[config.mk]
export PLATFORM = sky130hd
export DESIGN_NAME = delta_prefix_code_image_decoder
export DESIGN_NICKNAME = d
export VERILOG_FILES = /design/src/dpcid_pkg.sv /design/src/delta_prefix_code_image_decoder.sv
export SDC_FILE = /design/constraint.sdc
export NUM_CORES = 1
export LEC_CHECK = 0
export BUFFER_PORTS_ARGS = -buffer_cell sky130_fd_sc_hd__buf_4
export CORE_ASPECT_RATIO = 0.75
export CORE_MARGIN = 8
export CORE_UTILIZATION = 35
export CTS_CLUSTER_DIAMETER = 50
export CTS_CLUSTER_SIZE = 8
export DETAILED_ROUTE_END_ITERATION = 16
export PLACE_DENSITY = 0.5
export SETUP_SLACK_MARGIN = 0.15
export SLEW_MARGIN = 20
export SYNTH_ARGS = -nofsm -noshare
export SYNTH_HDL_FRONTEND = slang
export SYNTH_SLANG_ARGS = --single-unit
[constraint.sdc]
create_clock -name clk -period 8.05 [get_ports clk]
set_input_delay 1.2075 -clock clk [delete_from_list [all_inputs] [get_ports clk]]
set_output_delay 1.2075 -clock clk [all_outputs]
set_load 0.03 [all_outputs]
[src/dpcid_pkg.sv]
`timescale 1ns / 1ps
// Shared types, constants and helpers for the delta prefix-code image decoder.
// No dependencies; imported by delta_prefix_code_image_decoder.
package dpcid_pkg;

    localparam int DEF_MAX_CHANNELS    = 3;
    localparam int DEF_MAX_SUFFIX_BITS = 8;

    localparam int VALUE_W   = 32;
    localparam int CFG_IDX_W = 3;
    localparam int CFG_W     = 32;
    localparam int LBITS_W   = 4;

    // Configuration register indexes.
    localparam logic [CFG_IDX_W-1:0] REG_THREE_CHANNELS = 3'd0;
    localparam logic [CFG_IDX_W-1:0] REG_VIEW_MODE      = 3'd1;
    localparam logic [CFG_IDX_W-1:0] REG_PIXEL_COUNT    = 3'd2;
    localparam logic [CFG_IDX_W-1:0] REG_FIRST_PIXEL    = 3'd3;
    localparam logic [CFG_IDX_W-1:0] REG_LEVEL0_BITS    = 3'd4;
    localparam logic [CFG_IDX_W-1:0] REG_LEVEL1_BITS    = 3'd5;
    localparam logic [CFG_IDX_W-1:0] REG_LEVEL2_BITS    = 3'd6;
    localparam logic [CFG_IDX_W-1:0] REG_LEVEL3_BITS    = 3'd7;

    // Register reset values.
    localparam logic [VALUE_W-1:0] RST_PIXEL_COUNT = 32'd1;
    localparam logic [LBITS_W-1:0] RST_LEVEL0_BITS = 4'd1;
    localparam logic [LBITS_W-1:0] RST_LEVEL1_BITS = 4'd2;
    localparam logic [LBITS_W-1:0] RST_LEVEL2_BITS = 4'd4;
    localparam logic [LBITS_W-1:0] RST_LEVEL3_BITS = 4'd8;

    typedef enum logic [1:0] {
        PS_FIRST  = 2'd0,
        PS_SECOND = 2'd1,
        PS_THIRD  = 2'd2,
        PS_SUFFIX = 2'd3
    } pstage_t;

    typedef enum logic [2:0] {
        ST_IDLE,
        ST_BITS,
        ST_END,
        ST_TRUNC,
        ST_FLUSH
    } dec_state_t;

    // Two to the power of a suffix width, kept modulo 256.
    function automatic logic [7:0] pow2_mod256(input logic [LBITS_W-1:0] w);
        logic [7:0] r;
        r = 8'd0;
        if (w < 4'd8)
        begin
            r = 8'd1 << w;
        end
        return r;
    endfunction

endpackage

[src/delta_prefix_code_image_decoder.sv]
`timescale 1ns / 1ps
// Top level of the delta prefix-code image decoder: bit-serial code parser,
// per-channel running values, a result hold stage and an output register.
// Depends on dpcid_pkg.
//
// Usage
// -----
// Compressed bytes enter on the input channel (in_valid / in_ready with
// code_byte and last_byte). Each accepted item is shifted through an 8-bit
// shift register and parsed one code bit per clock unless stalled, most
// significant bit first. Every completed code yields one sample on the
// output channel (out_valid / out_ready with sample, channel, last_of_run,
// image_done and truncated); an item can yield zero to eight samples plus
// one truncation result when the stream ends before the image is complete.
//
// Each input item passes through an accept state, one bit step of the
// serial parser per code bit (fewer once the image is done), an
// end-of-item state and a flush state that releases the held result with
// last_of_run set; a truncation result adds a state of its own. The next
// item is accepted only after the flush. Each result waits in a hold
// register until the next code of the same item completes or the item
// ends, so that it is known whether another result of the item follows.
//
// Stalls: when the output register is full and out_ready is low, a
// completed result waits in the hold stage, and once the hold stage is
// occupied the parser stops at the next bit until it can drain; nothing is
// dropped. A new item is accepted while a result still waits in the
// output register.
//
// Reset clears the control state and loads the register defaults; with a pixel
// count of one the image counts as done, so items produce no samples until
// configuration is written. Any register write restarts decoding, as does
// the end of an item marked last_byte.
module delta_prefix_code_image_decoder
    import dpcid_pkg::*;
#(
    parameter int MAX_CHANNELS    = DEF_MAX_CHANNELS,
    parameter int MAX_SUFFIX_BITS = DEF_MAX_SUFFIX_BITS
) (
    input  logic                 clk,
    input  logic                 rst_n,

    input  logic                 cfg_we,
    input  logic [CFG_IDX_W-1:0] cfg_index,
    input  logic [CFG_W-1:0]     cfg_data,

    input  logic                 in_valid,
    output logic                 in_ready,
    input  logic [7:0]           code_byte,
    input  logic                 last_byte,

    output logic                 out_valid,
    input  logic                 out_ready,
    output logic [7:0]           sample,
    output logic [1:0]           channel,
    output logic                 last_of_run,
    output logic                 image_done,
    output logic                 truncated
);

    localparam int SW       = MAX_SUFFIX_BITS;
    localparam int CH_IDX_W = (MAX_CHANNELS > 1) ? $clog2(MAX_CHANNELS) : 1;
    localparam logic [1:0] CH_COLOR = (MAX_CHANNELS < 3) ? 2'(MAX_CHANNELS) : 2'd3;
    localparam logic [LBITS_W-1:0] MAX_W = LBITS_W'(MAX_SUFFIX_BITS);

    // Sequencer.
    dec_state_t state_reg, state_next;

    // Configuration registers.
    logic                 three_reg, three_next;
    logic                 view_reg, view_next;
    logic [VALUE_W-1:0]   pcount_reg, pcount_next;
    logic [23:0]          fpix_reg, fpix_next;
    logic [LBITS_W-1:0]   lbits_reg [4];
    logic [LBITS_W-1:0]   lbits_next [4];

    // Code parser and image position.
    pstage_t              pstage_reg, pstage_next;
    logic [1:0]           level_reg, level_next;
    logic [SW-1:0]        suf_reg, suf_next;
    logic [LBITS_W-1:0]   srem_reg, srem_next;
    logic [VALUE_W-1:0]   prev_reg [MAX_CHANNELS];
    logic [VALUE_W-1:0]   prev_next [MAX_CHANNELS];
    logic [1:0]           chan_reg, chan_next;
    logic [VALUE_W-1:0]   pix_reg, pix_next;
    logic                 fin_reg, fin_next;

    // Input shift register.
    logic [7:0]           sr_reg, sr_next;
    logic [2:0]           bcnt_reg, bcnt_next;
    logic                 last_reg, last_next;

    // Hold stage.
    logic                 h_valid_reg, h_valid_next;
    logic [7:0]           h_sample_reg, h_sample_next;
    logic [1:0]           h_chan_reg, h_chan_next;
    logic                 h_done_reg, h_done_next;
    logic                 h_trunc_reg, h_trunc_next;

    // Output register.
    logic                 o_valid_reg, o_valid_next;
    logic [7:0]           o_sample_reg, o_sample_next;
    logic [1:0]           o_chan_reg, o_chan_next;
    logic                 o_last_reg, o_last_next;
    logic                 o_done_reg, o_done_next;
    logic                 o_trunc_reg, o_trunc_next;

    // Combinational helpers.
    logic                 out_free;
    logic                 can_step;
    logic                 step_en;
    logic                 bit_in;
    logic [LBITS_W-1:0]   lw [4];
    logic [7:0]           offs [4];

    // Bit step results.
    pstage_t              st_pstage;
    logic [1:0]           st_level;
    logic [SW-1:0]        st_suf;
    logic [LBITS_W-1:0]   st_srem;
    logic                 st_done;

    // Code completion results.
    logic [7:0]           y;
    logic [8:0]           y_inc;
    logic [7:0]           mag;
    logic [1:0]           ch_eff;
    logic [CH_IDX_W-1:0]  ch_sel;
    logic [VALUE_W-1:0]   v_new;
    logic [9:0]           amp;
    logic [7:0]           smp;
    logic [1:0]           ch_total;
    logic [1:0]           chan_inc;
    logic [VALUE_W-1:0]   pix_inc;

    // Restart values.
    logic [VALUE_W-1:0]   rs_pc;
    logic [23:0]          rs_fp;

    assign out_free = !o_valid_reg || out_ready;
    assign can_step = !h_valid_reg || out_free;
    assign step_en  = (state_reg == ST_BITS) && !fin_reg && can_step;
    assign bit_in   = sr_reg[7];

    // Saturated level widths and cumulative level offsets modulo 256.
    always_comb
    begin
        for (int k = 0; k < 4; k++)
        begin
            lw[k] = (lbits_reg[k] > MAX_W) ? MAX_W : lbits_reg[k];
        end
        offs[0] = 8'd0;
        offs[1] = pow2_mod256(lw[0]);
        offs[2] = offs[1] + pow2_mod256(lw[1]);
        offs[3] = offs[2] + pow2_mod256(lw[2]);
    end

    // One code bit through the prefix/suffix parser.
    always_comb
    begin
        st_pstage = pstage_reg;
        st_level  = level_reg;
        st_suf    = suf_reg;
        st_srem   = srem_reg;
        st_done   = 1'b0;
        unique case (pstage_reg)
            PS_SUFFIX:
            begin
                st_suf  = (suf_reg << 1) | SW'(bit_in);
                st_srem = srem_reg - 4'd1;
                st_done = (srem_reg == 4'd1);
            end
            PS_FIRST, PS_SECOND, PS_THIRD:
            begin
                if (pstage_reg == PS_FIRST && bit_in)
                begin
                    st_pstage = PS_SECOND;
                end
                else if (pstage_reg == PS_SECOND && bit_in)
                begin
                    st_pstage = PS_THIRD;
                end
                else
                begin
                    if (pstage_reg == PS_FIRST)
                    begin
                        st_level = 2'd0;
                    end
                    else if (pstage_reg == PS_SECOND)
                    begin
                        st_level = 2'd1;
                    end
                    else
                    begin
                        st_level = bit_in ? 2'd3 : 2'd2;
                    end
                    st_suf  = '0;
                    st_srem = lw[st_level];
                    if (lw[st_level] == 4'd0)
                    begin
                        st_done = 1'b1;
                    end
                    else
                    begin
                        st_pstage = PS_SUFFIX;
                    end
                end
            end
            default:
            begin
                st_pstage = pstage_reg;
            end
        endcase
    end

    // Sample for a completed code: zigzag delta, running value, output map.
    always_comb
    begin
        y      = offs[st_level] + 8'(st_suf);
        y_inc  = {1'b0, y} + 9'd1;
        mag    = y[0] ? y_inc[8:1] : {1'b0, y[7:1]};
        ch_eff = (32'(chan_reg) >= 32'(MAX_CHANNELS)) ? 2'd0 : chan_reg;
        ch_sel = CH_IDX_W'(ch_eff);
        if (y[0])
        begin
            v_new = prev_reg[ch_sel] - VALUE_W'(mag);
        end
        else
        begin
            v_new = prev_reg[ch_sel] + VALUE_W'(mag);
        end
        amp = {mag, 2'b00};
        if (view_reg)
        begin
            smp = (amp >= 10'd255) ? 8'd0 : 8'(10'd255 - amp);
        end
        else if (v_new[VALUE_W-1])
        begin
            smp = 8'd0;
        end
        else if (v_new > VALUE_W'(127))
        begin
            smp = 8'd255;
        end
        else
        begin
            smp = {v_new[6:0], 1'b0};
        end
        ch_total = three_reg ? CH_COLOR : 2'd1;
        chan_inc = chan_reg + 2'd1;
        pix_inc  = pix_reg + VALUE_W'(1);
    end

    // Restart values take a register that is being written this cycle.
    assign rs_pc = (cfg_we && cfg_index == REG_PIXEL_COUNT) ? cfg_data : pcount_reg;
    assign rs_fp = (cfg_we && cfg_index == REG_FIRST_PIXEL) ? cfg_data[23:0] : fpix_reg;

    // Next state.
    always_comb
    begin
        state_next = state_reg;
        unique case (state_reg)
            ST_IDLE:
            begin
                if (in_valid)
                begin
                    state_next = ST_BITS;
                end
            end
            ST_BITS:
            begin
                if (fin_reg || (step_en && bcnt_reg == 3'd0))
                begin
                    state_next = ST_END;
                end
            end
            ST_END:
            begin
                state_next = (last_reg && !fin_reg) ? ST_TRUNC : ST_FLUSH;
            end
            ST_TRUNC:
            begin
                if (can_step)
                begin
                    state_next = ST_FLUSH;
                end
            end
            ST_FLUSH:
            begin
                if (can_step)
                begin
                    state_next = ST_IDLE;
                end
            end
            default:
            begin
                state_next = ST_IDLE;
            end
        endcase
    end

    assign in_ready = (state_reg == ST_IDLE);

    // Datapath and handshake outputs.
    always_comb
    begin
        three_next = three_reg;
        view_next  = view_reg;
        pcount_next = pcount_reg;
        fpix_next  = fpix_reg;
        for (int k = 0; k < 4; k++)
        begin
            lbits_next[k] = lbits_reg[k];
        end
        pstage_next = pstage_reg;
        level_next  = level_reg;
        suf_next    = suf_reg;
        srem_next   = srem_reg;
        for (int c = 0; c < MAX_CHANNELS; c++)
        begin
            prev_next[c] = prev_reg[c];
        end
        chan_next = chan_reg;
        pix_next  = pix_reg;
        fin_next  = fin_reg;
        sr_next   = sr_reg;
        bcnt_next = bcnt_reg;
        last_next = last_reg;
        h_valid_next  = h_valid_reg;
        h_sample_next = h_sample_reg;
        h_chan_next   = h_chan_reg;
        h_done_next   = h_done_reg;
        h_trunc_next  = h_trunc_reg;
        o_valid_next  = o_valid_reg && !out_ready;
        o_sample_next = o_sample_reg;
        o_chan_next   = o_chan_reg;
        o_last_next   = o_last_reg;
        o_done_next   = o_done_reg;
        o_trunc_next  = o_trunc_reg;

        if (in_valid && in_ready)
        begin
            sr_next   = code_byte;
            bcnt_next = 3'd7;
            last_next = last_byte;
        end

        if (step_en)
        begin
            sr_next     = {sr_reg[6:0], 1'b0};
            bcnt_next   = bcnt_reg - 3'd1;
            pstage_next = st_pstage;
            level_next  = st_level;
            suf_next    = st_suf;
            srem_next   = st_srem;
            if (st_done)
            begin
                pstage_next = PS_FIRST;
                level_next  = 2'd0;
                suf_next    = '0;
                srem_next   = '0;
                prev_next[ch_sel] = v_new;
                // Earlier result of this item leaves the hold stage.
                if (h_valid_reg)
                begin
                    o_valid_next  = 1'b1;
                    o_sample_next = h_sample_reg;
                    o_chan_next   = h_chan_reg;
                    o_last_next   = 1'b0;
                    o_done_next   = h_done_reg;
                    o_trunc_next  = h_trunc_reg;
                end
                h_valid_next  = 1'b1;
                h_sample_next = smp;
                h_chan_next   = chan_reg;
                h_trunc_next  = 1'b0;
                h_done_next   = 1'b0;
                if (chan_inc >= ch_total)
                begin
                    chan_next = 2'd0;
                    pix_next  = pix_inc;
                    if (pix_inc >= pcount_reg)
                    begin
                        fin_next    = 1'b1;
                        h_done_next = 1'b1;
                    end
                end
                else
                begin
                    chan_next = chan_inc;
                end
            end
        end

        if (state_reg == ST_TRUNC && can_step)
        begin
            if (h_valid_reg)
            begin
                o_valid_next  = 1'b1;
                o_sample_next = h_sample_reg;
                o_chan_next   = h_chan_reg;
                o_last_next   = 1'b0;
                o_done_next   = h_done_reg;
                o_trunc_next  = h_trunc_reg;
            end
            h_valid_next  = 1'b1;
            h_sample_next = 8'd0;
            h_chan_next   = chan_reg;
            h_done_next   = 1'b0;
            h_trunc_next  = 1'b1;
        end

        if (state_reg == ST_FLUSH && can_step && h_valid_reg)
        begin
            o_valid_next  = 1'b1;
            o_sample_next = h_sample_reg;
            o_chan_next   = h_chan_reg;
            o_last_next   = 1'b1;
            o_done_next   = h_done_reg;
            o_trunc_next  = h_trunc_reg;
            h_valid_next  = 1'b0;
        end

        if (cfg_we)
        begin
            unique case (cfg_index)
                REG_THREE_CHANNELS: three_next  = cfg_data[0];
                REG_VIEW_MODE:      view_next   = cfg_data[0];
                REG_PIXEL_COUNT:    pcount_next = cfg_data;
                REG_FIRST_PIXEL:    fpix_next   = cfg_data[23:0];
                REG_LEVEL0_BITS:    lbits_next[0] = cfg_data[LBITS_W-1:0];
                REG_LEVEL1_BITS:    lbits_next[1] = cfg_data[LBITS_W-1:0];
                REG_LEVEL2_BITS:    lbits_next[2] = cfg_data[LBITS_W-1:0];
                REG_LEVEL3_BITS:    lbits_next[3] = cfg_data[LBITS_W-1:0];
                default:            three_next  = three_reg;
            endcase
        end

        // A register write, or the end of a final item, starts a new image.
        if (cfg_we || (state_reg == ST_FLUSH && can_step && last_reg))
        begin
            pstage_next = PS_FIRST;
            level_next  = 2'd0;
            suf_next    = '0;
            srem_next   = '0;
            chan_next   = 2'd0;
            pix_next    = VALUE_W'(1);
            fin_next    = (rs_pc <= VALUE_W'(1));
            for (int c = 0; c < MAX_CHANNELS; c++)
            begin
                prev_next[c] = (c < 3) ? VALUE_W'(rs_fp[8*(c%3) +: 8]) : '0;
            end
        end
    end

    // Control state and configuration.
    always_ff @(posedge clk or negedge rst_n)
    begin
        if (!rst_n)
        begin
            state_reg   <= ST_IDLE;
            three_reg   <= 1'b0;
            view_reg    <= 1'b0;
            pcount_reg  <= RST_PIXEL_COUNT;
            fpix_reg    <= '0;
            lbits_reg[0] <= RST_LEVEL0_BITS;
            lbits_reg[1] <= RST_LEVEL1_BITS;
            lbits_reg[2] <= RST_LEVEL2_BITS;
            lbits_reg[3] <= RST_LEVEL3_BITS;
            pstage_reg  <= PS_FIRST;
            level_reg   <= 2'd0;
            suf_reg     <= '0;
            srem_reg    <= '0;
            for (int c = 0; c < MAX_CHANNELS; c++)
            begin
                prev_reg[c] <= '0;
            end
            chan_reg    <= 2'd0;
            pix_reg     <= VALUE_W'(1);
            fin_reg     <= 1'b1;
            bcnt_reg    <= 3'd0;
            h_valid_reg <= 1'b0;
            o_valid_reg <= 1'b0;
        end
        else
        begin
            state_reg   <= state_next;
            three_reg   <= three_next;
            view_reg    <= view_next;
            pcount_reg  <= pcount_next;
            fpix_reg    <= fpix_next;
            for (int k = 0; k < 4; k++)
            begin
                lbits_reg[k] <= lbits_next[k];
            end
            pstage_reg  <= pstage_next;
            level_reg   <= level_next;
            suf_reg     <= suf_next;
            srem_reg    <= srem_next;
            for (int c = 0; c < MAX_CHANNELS; c++)
            begin
                prev_reg[c] <= prev_next[c];
            end
            chan_reg    <= chan_next;
            pix_reg     <= pix_next;
            fin_reg     <= fin_next;
            bcnt_reg    <= bcnt_next;
            h_valid_reg <= h_valid_next;
            o_valid_reg <= o_valid_next;
        end
    end

    // Payload registers.
    always_ff @(posedge clk)
    begin
        sr_reg       <= sr_next;
        last_reg     <= last_next;
        h_sample_reg <= h_sample_next;
        h_chan_reg   <= h_chan_next;
        h_done_reg   <= h_done_next;
        h_trunc_reg  <= h_trunc_next;
        o_sample_reg <= o_sample_next;
        o_chan_reg   <= o_chan_next;
        o_last_reg   <= o_last_next;
        o_done_reg   <= o_done_next;
        o_trunc_reg  <= o_trunc_next;
    end

    assign out_valid   = o_valid_reg;
    assign sample      = o_sample_reg;
    assign channel     = o_chan_reg;
    assign last_of_run = o_last_reg;
    assign image_done  = o_done_reg;
    assign truncated   = o_trunc_reg;

    // The hold stage is always drained before a new item is taken.
    a_hold_empty_at_accept: assert property (@(posedge clk) disable iff (!rst_n)
        in_ready |-> !h_valid_reg)
        else $error("hold stage still full while accepting an item");

    // A truncation result closes its item and never marks the image done.
    a_trunc_closes_item: assert property (@(posedge clk) disable iff (!rst_n)
        (out_valid && truncated) |-> (last_of_run && !image_done))
        else $error("truncation result without last_of_run or with image_done");

    // Once the image is done, the rest of an item is skipped at once.
    a_skip_after_done: assert property (@(posedge clk) disable iff (!rst_n)
        (state_reg == ST_BITS && fin_reg) |=> (state_reg == ST_END))
        else $error("parser kept running after the final sample");

    // The channel counter never reaches three.
    a_channel_range: assert property (@(posedge clk) disable iff (!rst_n)
        out_valid |-> (channel != 2'd3))
        else $error("result carries an out-of-range channel");

endmodule

* Word level (Yosys, flattened, before mapping)
Index checks and enable logic that the tools add are counted.
** Operators by class
- Shift-type cells :: 3
- Div/mod/pow operators :: 0
- $add $sub $neg :: 11
- Equal/unequal tests :: 22
- Bitwise logic cells :: 4
- Muxes and demuxes :: 134
- Multiply operators :: 0
- Reduce and logical (&&, ||, !) cells :: 56
- Order comparisons :: 17
** Operators with widths (count)
- $mux W32 :: 9
- $mux W96 :: 3
- $mux W8 :: 23
- $bwmux W96 :: 1
- $mux W2 :: 33
- $bmux W32 S2 :: 1
- $demux W32 S2 :: 1
- $mux W4 :: 11
- $mux W1 :: 38
- $add A32 B1 Y32 const B :: 1
- $add A32 B8 Y32 :: 1
- $ge A32 B32 Y1 :: 1
- $gt A32 B7 Y1 const B :: 1
- $le A32 B1 Y1 const B :: 1
- $sub A32 B8 Y32 :: 1
- $add A8 B8 Y8 :: 3
- $mux W24 :: 1
- $reduce_and A2 Y1 :: 12
- $shl A1 B4 Y8 const A :: 3
- $mux W3 :: 7
- $bmux W8 S2 :: 1
- $gt A4 B4 Y1 const B :: 4
- $pmux W8 S2 :: 1
- $eq A3 B3 Y1 const B :: 5
- 37 further kinds :: 84
** Storage, ports and cells
- Memory bits (read-only) :: 0
- Bits in latches :: 0
- RAM bits :: 0
- Output and inout bits :: 15
- Input bits :: 49
- Memories kept :: 0
- Word-level logic and storage cells :: 281
- Register bits :: 263

* Depth between registers and ports, before layout
- Word-level depth :: 22
- Mapped depth :: 37
- Depth with buffers taken out :: 36

* Worst setup path after synthesis
OpenSTA, ideal clock, no wires.
- Path type :: register to register
- Start point :: reg lbits_reg[15] in the netlist's numbering
- End point :: reg h_sample_reg[1]
- Clock period less this slack :: 7.502 ns
- Path buffers :: 1
- Stages on the path, launching flop included :: 35
- Setup slack :: 0.548 ns
- Setup time :: 0.122 ns
- Arrival time :: 7.380 ns
- Data required time :: 7.928 ns
- Path through :: dfrtp_1 buf_6 nor4_1 ha_1 inv_1 fa_1 inv_1 ha_1 a21o_1 a21o_1 xnor2_1 nor2_1 a21oi_1 a21oi_1 ha_1 o21a_1 o31a_1 a21oi_2 xor2_1 nand2b_1 nor4b_2 mux2i_1 or2b_1 ha_1 o21ai_0 nor2_1 and4b_1 or3b_1 o21ba_2 xnor2_1 and4b_1 nand4b_1 o31ai_4 a21oi_2 a311o_1
** On the way
- Cells in the longest elaborated chain, start to end :: 18
- Elaborated cells on any way between the ends :: 31
- Classes of those cells :: add/sub: 6; order compare: 4; shift: 1; mux: 18; reduce/logical: 2
** RTL lines
- from (decl) :: RTL line delta_prefix_code_image_decoder.sv:74 : logic [LBITS_W-1:0] lbits_reg [4];
- from (signal, indexed assignment) :: RTL line delta_prefix_code_image_decoder.sv:494 : lbits_reg[k] <= lbits_next[k];
- $gt A4 B4 Y1 :: RTL line delta_prefix_code_image_decoder.sv:150 : lw[k] = (lbits_reg[k] > MAX_W) ? MAX_W : lbits_reg[k];
- $mux W4 (*) :: RTL line delta_prefix_code_image_decoder.sv:150
- $lt A4 B4 Y1 / $shl A1 B4 Y8 (equally long branches) :: RTL line dpcid_pkg.sv:50, dpcid_pkg.sv:52
- $mux W8 :: RTL line dpcid_pkg.sv:50 : if (w < 4'd8)
- $add A8 B8 Y8 :: RTL line delta_prefix_code_image_decoder.sv:154 : offs[2] = offs[1] + pow2_mod256(lw[1]);
- $add A8 B8 Y8 :: RTL line delta_prefix_code_image_decoder.sv:155 : offs[3] = offs[2] + pow2_mod256(lw[2]);
- $bmux W8 S2 :: RTL line delta_prefix_code_image_decoder.sv:219 : y = offs[st_level] + 8'(st_suf);
- $mux W8 (implied by the code) (2 in series) :: RTL line delta_prefix_code_image_decoder.sv:219
- $add A8 B8 Y8 :: RTL line delta_prefix_code_image_decoder.sv:219
- $add A8 B1 Y9 :: RTL line delta_prefix_code_image_decoder.sv:220 : y_inc = {1'b0, y} + 9'd1;
- $mux W8 :: RTL line delta_prefix_code_image_decoder.sv:221 : mag = y[0] ? y_inc[8:1] : {1'b0, y[7:1]};
- $add A32 B8 Y32 / $sub A32 B8 Y32 (equally long branches) :: RTL line delta_prefix_code_image_decoder.sv:230, delta_prefix_code_image_decoder.sv:226
- $mux W32 :: RTL line delta_prefix_code_image_decoder.sv:224 : if (y[0])
- $gt A32 B7 Y1 :: RTL line delta_prefix_code_image_decoder.sv:241 : else if (v_new > VALUE_W'(127))
- $mux W8 :: RTL line delta_prefix_code_image_decoder.sv:241
- $mux W8 :: RTL line delta_prefix_code_image_decoder.sv:237 : else if (v_new[VALUE_W-1])
- $mux W8 :: RTL line delta_prefix_code_image_decoder.sv:233 : if (view_reg)
- to (signal assigned) :: RTL line delta_prefix_code_image_decoder.sv:518 : h_sample_reg <= h_sample_next;
- to (decl) :: RTL line delta_prefix_code_image_decoder.sv:95 : logic [7:0] h_sample_reg, h_sample_next;
Mark *: on every way between the ends. The rest lies on a longest branch, timed or not. The select of a mux whose other input is x is not followed.
A chain may end at the register's enable or synchronous reset.

* Worst setup path in the final report
- Start point :: reg lbits_reg[10] in the netlist's numbering
- End point :: reg h_sample_reg[1]
Same word-level chain as after synthesis.

==> results_tabular.tex <==
\begin{tabular}{lr}
\hline
Metric & Value \\
\hline
\multicolumn{2}{l}{\textbf{Final layout}} \\
Number of antenna diodes & 0 \\
Final core area utilization & 44.6\% \\
Non-Filler Instances & approximately 2600 \\
Most frequent cells in the layout & 222 x dfrtp\_1, 221 x buf\_4, 207 x nand2\_1, 132 x o21ai\_0, 132 x nor2\_1 \\
Count of nets after finishing & about 2100 \\
Flip-flop count of the largest register after layout & 96 \\
Storage cell area & between 6000 and 7000 sq um \\
Layout Area Growth over Synthesis & 25.6\% \\
Fraction of final layout cells sized beyond drive strength 1 & 23.0\% \\
Final instance area & slightly above 20000 sq um \\
Total of fill cells in the finished design & between 4000 and 5000 \\
Most common cell after layout, fill and taps aside & dfrtp\_1 \\
Footprint of the multi-input gates & 9820 sq um \\
\multicolumn{2}{l}{\textbf{STA}} \\
Actual transition at the worst max-transition pin & 1020 ps \\
Slew Limit Fails & 0 \\
Setup repair after global routing missed its margin & yes \\
Endpoints failing setup & 0 \\
FMAX & approximately 130 MHz \\
Time the worst path needs with I/O delays and setup & 7740 ps \\
Final worst-path cycle share & a little over nine tenths \\
Post-route worst hold slack & 443 ps \\
Slew HR & about a third \\
Hold Vio Cnt, Final & 0 \\
Worst setup skew after layout & 22.4 ps \\
\multicolumn{2}{l}{\textbf{Power}} \\
VDD IR max & 0.273 mV \\
P per Cell Area & roughly 470 nW/um\^{}2 \\
Leakage power total & between 0.009 and 0.01 uW \\
Overall power of the completed layout & approximately 9600 uW \\
\multicolumn{2}{l}{\textbf{Synthesis}} \\
Area contributors post-synth & dfrtp\_1 34\%, ha\_1 7.3\%, a22o\_1 6.0\%, nand2\_1 4.8\%, o21ai\_0 4.2\% \\
Number of storage elements in the synthesis netlist & 263 \\
Cell accounting for the most synthesized area & dfrtp\_1 \\
Mapped Nets & 1920 \\
Post-Syn Area & about 16000 sq um \\
Predominant post-synthesis flop cell & dfrtp\_1 \\
Fraction of post-synthesis cell area in the top cell type by area & roughly a third \\
Yosys warning total & 0 \\
Seq/Total Area, Yosys & about two fifths \\
Number of distinct library cells after synthesis & 94 \\
Syn Inst Count & 1771 \\
Fraction of registers with async set or reset after synthesis & 87.1\% \\
Number of enable flip-flop cells after synthesis & 22 \\
Syn Area/Cell & 9.25 sq um \\
\multicolumn{2}{l}{\textbf{Setup path}} \\
Kind of critical path & flip-flop to flip-flop \\
Flop-to-flop setup slack & between 300 and 400 ps \\
Worst-path cell with the longest stage delay & fa\_2 \\
Destination of the critical timing path & h\_sample\_reg[1] \\
Kind of end point of the critical path & flip-flop \\
RR Endpoint & h\_sample\_reg[1] \\
Required time reported for the critical path endpoint & $\sim$8500 ps \\
Max incr delay on CP & roughly 560 ps \\
Worst Setup SP & lbits\_reg[10] \\
Depth of the most critical reg-to-reg path & 36 \\
Maximum net fanout on the critical path & 6 \\
FF-to-FF Start & lbits\_reg[10] \\
Startpoint kind of the worst setup timing path & flip-flop \\
Critical path arrival & about 8200 ps \\
\multicolumn{2}{l}{\textbf{Placed design}} \\
Post-detail-place hpwl & around 38000 microns \\
Final GP Congestion & 0.880 \\
Number of instances in the placed design & $\sim$2500 \\
Area of placed instances & between 15000 and 20000 sq um \\
Port buffer count & 63 \\
\multicolumn{2}{l}{\textbf{Global route}} \\
All-Layer GR Usage & between 10\% and 20\% \\
Vias in the first global route & around 14000 \\
Wire length of the first global-routing pass & 81600 microns \\
Largest net degree at the start of global routing & 165 \\
Grt total ovfl & 0 \\
Initial antenna violation count & 1 \\
\multicolumn{2}{l}{\textbf{Clocking}} \\
Clock tree from TritonCTS & yes \\
Clk root buf & clkbuf\_16 \\
Total of hold buffers inserted after clock tree synthesis & 0 \\
Sink count of the clock tree & 263 \\
Clock buffers created by TritonCTS & 42 \\
Maximum clock path buffer count & 3 \\
Worst-Skew Late Latency & approximately 570 ps \\
Count of H-tree levels built during CTS & 2 \\
Clock input transition at the sequential cells of the worst setup and hold paths & $\sim$50 ps \\
\multicolumn{2}{l}{\textbf{Detailed routing}} \\
Number of violations reported at the end of detailed-routing iteration 0 & approximately 1300 \\
Total wire length after detailed routing & approximately 52000 microns \\
Detailed-route vias per instance & 5.43 \\
Routed length per instance & approximately 20 microns \\
Routed via count & around 14000 \\
Number of routed nets with antenna violations & 0 \\
Remaining routing DRC violations & 0 \\
TritonRoute pass-1 iters & 5 \\
\multicolumn{2}{l}{\textbf{Floorplanning}} \\
Initial core utilization & 35.5\% \\
Cell row count & 68 \\
Total Die Area & approximately 54000 sq um \\
Core footprint & 46100 sq um \\
Y dimension of the die & around 200 microns \\
Horizontal die dimension & between 200 and 300 microns \\
Ports placed on the boundary & 64 \\
\multicolumn{2}{l}{\textbf{Hold path}} \\
Worst Hold Class & flip-flop to flip-flop \\
\multicolumn{2}{l}{\textbf{Run status}} \\
Result of the run & finished clean \\
\multicolumn{2}{l}{\textbf{Flow run}} \\
MaxCap Viol Count & 0 \\
\hline
\end{tabular}
-- through the flow --
step | worst slack (ps) | TNS (ps)
finish | 314 | 0
global route | -98.8 | -580
CTS | 164 | 0
detailed placement | -382 | -2180
global placement | -616 | -4030
floorplan | 548 | 0
-- where the power goes --
| part | leakage (uW) | internal [uW] | switching [uW] |
|---|---|---|---|
| combinational | 0.00534 | 2600 | 3600 |
| clock | 0.000605 | 1010 | 650 |
| sequential | 0.00328 | 1590 | 158 |
-- Yosys cell counts (5+ instances only) --
cell and n:
o31a_1 6, nor2b_1 13, o21ai_1 9, buf_2 8, mux2i_1 42, nand2_1 208
a31oi_1 20, nor3_1 40, a21oi_1 103, o21a_1 15, xnor2_1 51, nand4_1 22
o211ai_1 8, dfxtp_1 12, or3_1 6, nand3_1 36, ha_1 96, mux2_2 45
and2_1 8, dfrtp_1 222, o31ai_1 6, a21o_1 21, xor2_1 38, nand4b_1 5
and3_1 22, nor2_1 142, a22o_1 113, clkbuf_1 63, inv_1 86, or2b_1 5
nand2b_1 20, dfstp_2 7, nor4_1 13, o21ai_0 138, nor3b_1 5, a211oi_1 7
edfxtp_1 22, o22ai_1 5
-- worst min path at each step --
stage,cells after the start,startpoint,to
finish,2,h_done_reg,h_done_reg
global route,2,flip-flop,flip-flop
CTS,2,h_done_reg,h_done_reg
detailed placement,2,h_done_reg,h_done_reg
global placement,2,h_done_reg,h_done_reg
floorplan,2,h_done_reg,h_done_reg
-- cell type report --
class	instances	share of cell area [%]
Inverter	86	1.57
Sequential cell	263	32.3
Clock buffer	67	5.76
Timing Repair Buffer	228	8.51
Tap cell	630	3.83
Clock inverter	8	0.334
Multi-Input combinational cell	1349	47.7
-- repair_timing --
action                     4_1_cts  5_1_grt
resized for setup               48       81
pin swaps                       15       32
cloned                           0        0
hold endpoints to repair         0        0
buffers inserted                 8       21
setup endpoints to repair       11       14
-- cell families after synthesis --
group                    after synthesis  share of synthesized area (%)
AND/OR/NAND/NOR                      567                           16.3
AO/OA/AOI/OAI                        501                           20.6
flip-flops                           263                           40.5
buffers and inverters                159                           3.75
adder cells (fa/ha/maj)              100                           7.82
XOR/XNOR                              93                           5.25
multiplexers                          88                           5.74
-- metal layers --
metal  share of wire, %  track usage [%]
met5                  0                0
met4                1.9             5.11
met3                5.9             3.71
met2                 41             26.7
met1                 51             28.7
-- worst max-delay path, delay by kind of cell, from the launching register on --
kind	cells	cell delay [ps]
AND/OR/NAND/NOR	10	2310
AO/OA/AOI/OAI	13	2190
adder cells (fa/ha/maj)	5	1530
multiplexers	2	470
flip-flops	1	400
buffers and inverters	4	400
XOR/XNOR	2	300
Power figures use the tool's default switching activity.
